`config.mk`:
```
export PLATFORM = sky130hd
export DESIGN_NAME = boot_bound_command_replay_guard_core
export DESIGN_NICKNAME = d
export VERILOG_FILES = /design/src/hdl/bbcrg_pkg.sv /design/src/hdl/boot_bound_command_replay_guard_core.sv
export SDC_FILE = /design/constraint.sdc
export NUM_CORES = 2
export LEC_CHECK = 0
export ABC_AREA = 0
export ABC_CLOCK_PERIOD_IN_PS = 16600
export BUFFER_PORTS_ARGS = -buffer_cell sky130_fd_sc_hd__buf_4
export CAP_MARGIN = 20
export CORE_MARGIN = 3
export CORE_UTILIZATION = 57
export CTS_CLUSTER_DIAMETER = 120
export DETAILED_ROUTE_END_ITERATION = 16
export PLACE_DENSITY = 0.88
export SYNTH_ARGS = -nofsm -noshare
export SYNTH_HDL_FRONTEND = slang
export SYNTH_SLANG_ARGS = --single-unit
```
`constraint.sdc`:
```
create_clock -name clk_i -period 16.6 [get_ports clk_i]
set_input_delay 3.32 -clock clk_i [delete_from_list [all_inputs] [get_ports clk_i]]
set_output_delay 3.32 -clock clk_i [all_outputs]
set_load 0.1 [all_outputs]
```
`src/hdl/bbcrg_pkg.sv`:
```
// ----------------------------------------------------------------------------
// bbcrg_pkg
// shared constants, codes and helpers for the boot-bound command replay guard
// ----------------------------------------------------------------------------
package bbcrg_pkg;

  // default configuration
  localparam int unsigned UidBytesDef     = 16;
  localparam int unsigned DigestBytesDef  = 32;
  localparam int unsigned SeqBitsDef      = 32;
  localparam int unsigned MaxErrorCodeDef = 255;

  // field widths
  localparam int unsigned IdentW   = 53;
  localparam int unsigned WordW    = 64;
  localparam int unsigned SeqW     = 32;
  localparam int unsigned ErrW     = 16;
  localparam int unsigned UidWords = 2;
  localparam int unsigned DigWords = 4;

  typedef enum logic [1:0] {
    MODE_PROBE   = 2'd0,
    MODE_BIND    = 2'd1,
    MODE_RECEIVE = 2'd2,
    MODE_QUERY   = 2'd3
  } mode_e;

  typedef enum logic [1:0] {
    BIND_BOUND    = 2'd0,
    BIND_ALREADY  = 2'd1,
    BIND_MISMATCH = 2'd2
  } bind_status_e;

  typedef enum logic [2:0] {
    OUT_ACCEPTED = 3'd0,
    OUT_REJECTED = 3'd1,
    OUT_BOOT_MIS = 3'd2,
    OUT_CONFLICT = 3'd3,
    OUT_OLD      = 3'd4,
    OUT_NOT_SEEN = 3'd5
  } outcome_e;

  // byte mask for word w of a value that is nbytes long (elaboration only)
  function automatic logic [WordW-1:0] word_mask(int unsigned nbytes, int unsigned w);
    int n;
    logic [WordW-1:0] m;
    n = int'(nbytes) - 8 * int'(w);
    m = '0;
    for (int b = 0; b < 8; b++) begin
      if (b < n) m[8*b +: 8] = 8'hff;
    end
    return m;
  endfunction

  // identity lies in 1 .. 2^53-1
  function automatic logic ident_ok(logic [WordW-1:0] v);
    return (v != '0) && (v[WordW-1:IdentW] == '0);
  endfunction

endpackage

```
`src/hdl/boot_bound_command_replay_guard_core.sv`:
```
// ----------------------------------------------------------------------------
// boot_bound_command_replay_guard_core
// guards a command link: probe and bind of a boot identity, then replay and
// conflict checks of commands against the latest stored command
// ----------------------------------------------------------------------------
//
//  channel | handshake              | payload
//  --------+------------------------+-----------------------------------------
//  in      | in_valid_i / in_ready_o | mode, ids, seq, uid, digest, app_error
//  out     | out_valid_o/out_ready_i | request_ok, status, outcome, state view
//
//  one request per cycle sustained while the result side takes each result; a
//  request passes the input register, then one compute pass into the result register
//  the guard state lives in flip-flops and is updated by the compute pass, so
//  the next request in the input register already sees it
//  rst_ni clears the guard state and all valid flags asynchronously
//  a stalled result holds the compute pass; the input register still takes a
//  request while it is empty, then in_ready_o follows the result side
//
module boot_bound_command_replay_guard_core
  import bbcrg_pkg::*;
#(
  parameter int unsigned UID_BYTES      = UidBytesDef,
  parameter int unsigned DIGEST_BYTES   = DigestBytesDef,
  parameter int unsigned SEQ_BITS       = SeqBitsDef,
  parameter int unsigned MAX_ERROR_CODE = MaxErrorCodeDef
) (
  input  logic               clk_i,
  input  logic               rst_ni,

  input  logic               in_valid_i,
  output logic               in_ready_o,
  input  logic [1:0]         mode_i,
  input  logic [WordW-1:0]   probe_or_target_id_i,
  input  logic [WordW-1:0]   proposed_boot_i,
  input  logic [SeqW-1:0]    seq_number_i,
  input  logic [WordW-1:0]   uid_low_i,
  input  logic [WordW-1:0]   uid_high_i,
  input  logic [WordW-1:0]   digest_w0_i,
  input  logic [WordW-1:0]   digest_w1_i,
  input  logic [WordW-1:0]   digest_w2_i,
  input  logic [WordW-1:0]   digest_w3_i,
  input  logic [ErrW-1:0]    app_error_i,

  output logic               out_valid_o,
  input  logic               out_ready_i,
  output logic               request_ok_o,
  output logic [1:0]         bind_status_o,
  output logic [2:0]         outcome_o,
  output logic [ErrW-1:0]    error_out_o,
  output logic [IdentW-1:0]  bound_boot_o,
  output logic [SeqW-1:0]    top_sequence_o,
  output logic               run_once_o
);

  // masks from the configured byte counts and sequence width
  localparam logic [WordW-1:0] UidMask0 = word_mask(UID_BYTES, 0);
  localparam logic [WordW-1:0] UidMask1 = word_mask(UID_BYTES, 1);
  localparam logic [WordW-1:0] DigMask0 = word_mask(DIGEST_BYTES, 0);
  localparam logic [WordW-1:0] DigMask1 = word_mask(DIGEST_BYTES, 1);
  localparam logic [WordW-1:0] DigMask2 = word_mask(DIGEST_BYTES, 2);
  localparam logic [WordW-1:0] DigMask3 = word_mask(DIGEST_BYTES, 3);
  localparam logic [SeqW-1:0]  SeqMask  = (SEQ_BITS >= SeqW) ? {SeqW{1'b1}} :
                                          SeqW'((64'd1 << SEQ_BITS) - 64'd1);
  localparam logic [ErrW-1:0]  MaxErr   = ErrW'(MAX_ERROR_CODE);

  // --------------------------------------------------------------------------
  // input register
  // --------------------------------------------------------------------------
  logic                s1_valid_q;
  mode_e               s1_mode_q;
  logic [WordW-1:0]    s1_id_q;
  logic [WordW-1:0]    s1_prop_q;
  logic [SeqW-1:0]     s1_seq_q;
  logic [WordW-1:0]    s1_uid_q [UidWords];
  logic [WordW-1:0]    s1_dig_q [DigWords];
  logic [ErrW-1:0]     s1_err_q;

  logic adv;   // compute pass moves a request into the result register
  logic in_acc;

  assign adv        = s1_valid_q && (!out_valid_o || out_ready_i);
  assign in_ready_o = !s1_valid_q || adv;
  assign in_acc     = in_valid_i && in_ready_o;

  always_ff @(posedge clk_i or negedge rst_ni) begin
    if (!rst_ni) begin
      s1_valid_q <= 1'b0;
    end else if (in_ready_o) begin
      s1_valid_q <= in_valid_i;
    end
  end

  // payload only; seq, uid and digest masked on the way in
  always_ff @(posedge clk_i) begin
    if (in_acc) begin
      s1_mode_q   <= mode_e'(mode_i);
      s1_id_q     <= probe_or_target_id_i;
      s1_prop_q   <= proposed_boot_i;
      s1_seq_q    <= seq_number_i & SeqMask;
      s1_uid_q[0] <= uid_low_i & UidMask0;
      s1_uid_q[1] <= uid_high_i & UidMask1;
      s1_dig_q[0] <= digest_w0_i & DigMask0;
      s1_dig_q[1] <= digest_w1_i & DigMask1;
      s1_dig_q[2] <= digest_w2_i & DigMask2;
      s1_dig_q[3] <= digest_w3_i & DigMask3;
      s1_err_q    <= app_error_i;
    end
  end

  // --------------------------------------------------------------------------
  // guard state
  // --------------------------------------------------------------------------
  logic [IdentW-1:0] boot_q,     boot_d;
  logic [IdentW-1:0] pend_q,     pend_d;
  logic [SeqW-1:0]   lseq_q,     lseq_d;
  logic [IdentW-1:0] ltgt_q,     ltgt_d;
  logic [WordW-1:0]  luid_q [UidWords];
  logic [WordW-1:0]  luid_d [UidWords];
  logic [WordW-1:0]  ldig_q [DigWords];
  logic [WordW-1:0]  ldig_d [DigWords];
  logic [ErrW-1:0]   lerr_q,     lerr_d;

  // result fields before the result register
  logic              ok_d;
  bind_status_e      bstat_d;
  outcome_e          outc_d;
  logic [ErrW-1:0]   eout_d;
  logic              run_d;

  // helper terms
  logic id_ok, prop_ok, cmd_ok, same_cmd, is_cmd;
  logic [WordW-1:0] boot_ext, pend_ext;

  always_comb begin
    boot_ext = {{(WordW-IdentW){1'b0}}, boot_q};
    pend_ext = {{(WordW-IdentW){1'b0}}, pend_q};
    id_ok    = ident_ok(s1_id_q);
    prop_ok  = ident_ok(s1_prop_q);
    is_cmd   = (s1_mode_q == MODE_RECEIVE) || (s1_mode_q == MODE_QUERY);
    cmd_ok   = id_ok && (s1_seq_q != '0) && ((s1_uid_q[0] | s1_uid_q[1]) != '0) &&
               !((s1_mode_q == MODE_RECEIVE) && (s1_err_q > MaxErr));
    // target compare is safe on the low bits: the target is a valid identity here
    same_cmd = (s1_id_q[IdentW-1:0] == ltgt_q) &&
               (s1_uid_q[0] == luid_q[0]) && (s1_uid_q[1] == luid_q[1]) &&
               (s1_dig_q[0] == ldig_q[0]) && (s1_dig_q[1] == ldig_q[1]) &&
               (s1_dig_q[2] == ldig_q[2]) && (s1_dig_q[3] == ldig_q[3]);

    boot_d = boot_q;
    pend_d = pend_q;
    lseq_d = lseq_q;
    ltgt_d = ltgt_q;
    luid_d = luid_q;
    ldig_d = ldig_q;
    lerr_d = lerr_q;

    ok_d    = 1'b0;
    bstat_d = BIND_BOUND;
    outc_d  = OUT_ACCEPTED;
    eout_d  = '0;
    run_d   = 1'b0;

    unique case (s1_mode_q)
      MODE_PROBE: begin
        if (id_ok) begin
          ok_d = 1'b1;
          if (boot_q == '0) pend_d = s1_id_q[IdentW-1:0];
        end
      end
      MODE_BIND: begin
        if (id_ok && prop_ok) begin
          ok_d = 1'b1;
          priority if (boot_q != '0) begin
            bstat_d = BIND_ALREADY;
          end else if (pend_ext != s1_id_q) begin
            bstat_d = BIND_MISMATCH;
          end else begin
            boot_d = s1_prop_q[IdentW-1:0];
            pend_d = '0;
          end
        end
      end
      default: begin
        if (is_cmd && cmd_ok) begin
          ok_d = 1'b1;
          priority if (boot_ext != s1_id_q) begin
            outc_d = OUT_BOOT_MIS;
          end else if (s1_seq_q == lseq_q) begin
            // repeat of the latest command: report what was stored
            if (same_cmd) begin
              eout_d = lerr_q;
              outc_d = (lerr_q == '0) ? OUT_ACCEPTED : OUT_REJECTED;
            end else begin
              outc_d = OUT_CONFLICT;
            end
          end else if (s1_seq_q < lseq_q) begin
            outc_d = OUT_OLD;
          end else if (s1_mode_q == MODE_RECEIVE) begin
            // new command: store it, run it once if it carries no error
            lseq_d = s1_seq_q;
            ltgt_d = s1_id_q[IdentW-1:0];
            luid_d = s1_uid_q;
            ldig_d = s1_dig_q;
            lerr_d = s1_err_q;
            eout_d = s1_err_q;
            outc_d = (s1_err_q == '0) ? OUT_ACCEPTED : OUT_REJECTED;
            run_d  = (s1_err_q == '0);
          end else begin
            outc_d = OUT_NOT_SEEN;
          end
        end
      end
    endcase
  end

  always_ff @(posedge clk_i or negedge rst_ni) begin
    if (!rst_ni) begin
      boot_q <= '0;
      pend_q <= '0;
      lseq_q <= '0;
      ltgt_q <= '0;
      luid_q <= '{default: '0};
      ldig_q <= '{default: '0};
      lerr_q <= '0;
    end else if (adv) begin
      boot_q <= boot_d;
      pend_q <= pend_d;
      lseq_q <= lseq_d;
      ltgt_q <= ltgt_d;
      luid_q <= luid_d;
      ldig_q <= ldig_d;
      lerr_q <= lerr_d;
    end
  end

  // --------------------------------------------------------------------------
  // result register
  // --------------------------------------------------------------------------
  logic out_valid_q;
  assign out_valid_o = out_valid_q;

  always_ff @(posedge clk_i or negedge rst_ni) begin
    if (!rst_ni) begin
      out_valid_q <= 1'b0;
    end else if (adv) begin
      out_valid_q <= 1'b1;
    end else if (out_ready_i) begin
      out_valid_q <= 1'b0;
    end
  end

  // rejected requests report all zeros
  always_ff @(posedge clk_i) begin
    if (adv) begin
      request_ok_o   <= ok_d;
      bind_status_o  <= ok_d ? bstat_d : BIND_BOUND;
      outcome_o      <= ok_d ? outc_d : OUT_ACCEPTED;
      error_out_o    <= ok_d ? eout_d : '0;
      bound_boot_o   <= ok_d ? boot_d : '0;
      top_sequence_o <= ok_d ? lseq_d : '0;
      run_once_o     <= ok_d && run_d;
    end
  end

endmodule

```
==> metrics.yaml <==
ir_worst_vdd_uv: 95.55
run_status: "finished, final reports clean"
synth_cell_types: 53
synth-seq-cells: 1263
die_w_um: 307.1
grt_pass1_wl_um: 206600
path_class: "input pin to flop"
fin_skew_ns: 0.02575
cp_cell_sequence: "buf_4 > nand2b_1 > and2_4 > and4b_4 > buf_4 > buf_4 > buf_4 > mux2_1"
synthArstFlopShare_pct: 46.95
io_pins: 676
numCtsBuffers: 130
drive_gt1_share_pct: 23.93
synthTopCellsByCount: "edfxtp_1, dfrtp_1, mux2_1"
synth_top_area_cell: "edfxtp_1"
synth.avg_cell_area_um2: 15.38
drc: 0
maxSlewViolCount: 0
ctsResizeCount: 0
h-tree-depth: 4
cp_max_fo: 77
seq_area_um2: 34960
slew_headroom_pct: 3.268
power.leakage_nw: 26.69
num_rows: 109
final.min_clock_period_ns: 7.352
fmax_mhz: 136.0
worstSetupEndpointType: "flop"
drv_cap: 0
drt-total-wl_um: 141900
ys_warn_count: 0
die_h_um: 307.1
cts_setup_buffers: 0
synth_edf_count: 670
critPathBufInv: 4
cts_buffer_depth: 3
drt_iter0_drc: 3332
cts_hold_buffers: 0
slowest_stage: "buf_4"
yosysSeqAreaShare_pct: 67.63
grt_usage_pct: 29.86
overflow: 0
final-setup-viol-count: 0
routedWlPerCell_um: 26.53
coreArea_um2: 89190
grt_max_degree: 175
cp.required_ns: 17.22
period_share_pct: 44.29
cts.reportedPaths.clkPinSlew_ns: 0.06
crit_top_cell: "buf_4"
hp-class: "flop to flop"
final_area_um2: 61860
port-buffer-count: 675
cp.arrival_ns: 7.97
fill_cells: 5598
finalSetupTns_ns: 0
tritoncts: "built"
routabilityCongestion: 0.9673
rsz0062_at_grt: "no"
synth_nets: 3960
whs_ns: 0.4857
final_util_pct: 69.35
fin_nets: 4660
slowest_delay_ns: 0.93
antenna_found_initial: 29
yosysMostFrequentCell: "edfxtp_1"
postSynthCellCount: 3362
post-dp-hpwl_um: 101500
ys.flop_type: "edfxtp_1"
critPathLaunchType: "input pin"
cp_top_family: "buffers and inverters"
synth_top_area_share_pct: 38.92
powerDensity_nw_per_um2: 111.5
clkSinkCount: 1263
viasPerCell: 5.903
clk_latency_ns: 0.76
syn2layout_area_growth_pct: 19.66
grt_pass1_vias: 32770
cts_root_buf: "clkbuf_16"
post_dp_cell_area_um2: 57560
worstMarginPinSlew_ns: 1.438
dieArea_um2: 94340
hold_viol_final: 0
multi_input_area_um2: 15300
num_vias: 31580
synth_area_um2: 51690
firstDrtPassIters: 6
synth_area_leaders: "edfxtp_1, dfrtp_1, mux2_1"
initial_core_util_pct: 57.96
ant_nets: 0
==> cells in the final DEF, fill, tap and decap left out, types with 7 or more instances in the layout <==
master / Yosys / layout
clkinv_1: 0 / 11
o2bb2ai_1: 7 / 7
buf_4: 5 / 702
a21o_1: 55 / 55
inv_1: 137 / 137
edfxtp_1: 670 / 670
nand2b_1: 13 / 13
nand2_1: 68 / 68
a21oi_1: 67 / 66
nand3_1: 13 / 13
nor2_1: 105 / 105
nor2b_1: 26 / 25
o22ai_1: 21 / 21
mux2i_1: 80 / 80
nand4_1: 131 / 131
mux2_1: 400 / 400
nor4_1: 148 / 147
dfrtp_1: 593 / 593
diode_2: 0 / 15
xnor2_1: 364 / 364
clkinv_2: 0 / 24
xor2_1: 120 / 120
clkbuf_8: 0 / 18
clkbuf_1: 75 / 35
nor3_1: 15 / 15
ha_1: 32 / 32
and2_1: 11 / 9
a22o_1: 17 / 17
clkbuf_16: 0 / 132
mux2_2: 82 / 82
==> power breakdown <==
| group | leakage (nW) | internal (mW) | switching [mW] |
|---|---|---|---|
| Combinational | 10.1 | 0.167 | 0.289 |
| Sequential | 14.5 | 3.44 | 0.117 |
| Clock | 2.08 | 1.63 | 1.25 |
==> metal layers <==
layer  track usage [%]  part of all wire [%]
met5                 0                  0.19
met4             14.84                   5.3
met3             7.342                   8.5
met2             49.92                    49
met1             36.50                    37
==> state kept, by name, summed over array words and instances, names as in the netlist, 32 cells and up <==
signal,count
s1_prop_q,64
lseq_q,32
bound_boot_o,53
pend_q,53
s1_uid_q,128
s1_dig_q,256
ldig_q,256
luid_q,128
s1_id_q,64
s1_seq_q,32
top_sequence_o,32
boot_q,53
ltgt_q,53
==> through the flow <==
stage	setup WS, ns	std cells	power (mW)
4_1_cts	9.323	5333	6.933
3_3_place_gp	8.634	5092	4.057
3_5_place_dp	8.553	5093	4.069
6_report	9.248	5350	6.897
5_1_grt	9.067	5347	7.090
2_1_floorplan	5.028	3362	3.826
==> worst register-to-register path: stages (launching register included) <==
cell      delay (ns)
edfxtp_1        0.37
nor3_1          0.34
nand3_1         0.40
or3_4           0.52
nor4_4          0.46
nand3_4         0.21
and4b_4         0.96
buf_4           1.00
buf_4           0.85
buf_4           0.81
mux2_1          0.51
==> path summary, 6_finish.rpt <==
check | from | to | slack (ns) | cells past startpoint
worst max-delay path | out_ready_i | ldig_q[72] | 9.25 | 8
worst min-delay path | ldig_q[83] | ldig_q[83] | 0.49 | 1
worst max register to register | s1_id_q[54] | ldig_q[72] | 10.07 | 10
worst min register to register | ldig_q[83] | ldig_q[83] | 0.49 | 1
max in group asynchronous | rst_ni | ldig_q[249] | 10.82 | 4
min in group asynchronous | rst_ni | boot_q[18] | 2.61 | 1
==> cells by family (layout without fill, tap and decap cells) <==
logic type                 Yosys count  count (layout)  share of synthesized area (%)
adders and majority gates           32              32                         0.7745
DFF                               1263            1263                          67.63
buffers and inverters              277            1085                          2.875
other                                0              15                              0
AOI/OAI and AO/OA                  194             194                          2.558
and+or+nand+nor                    550             550                          5.916
muxes                              562             562                          12.05
xor gates and xnor gates           484             484                          8.200
==> area by class of cell <==
type | count | share of cell area, %
Tap cell | 1165 | 2.356
Antenna cell | 15 | 0.06068
Timing Repair Buffer | 708 | 8.669
Multi-Input combinational cell | 1822 | 24.73
Inverter | 137 | 0.8313
Clock inverter | 55 | 0.8799
Sequential cell | 1263 | 56.52
Clock buffer | 185 | 5.953
Power figures use the tool's default switching activity.
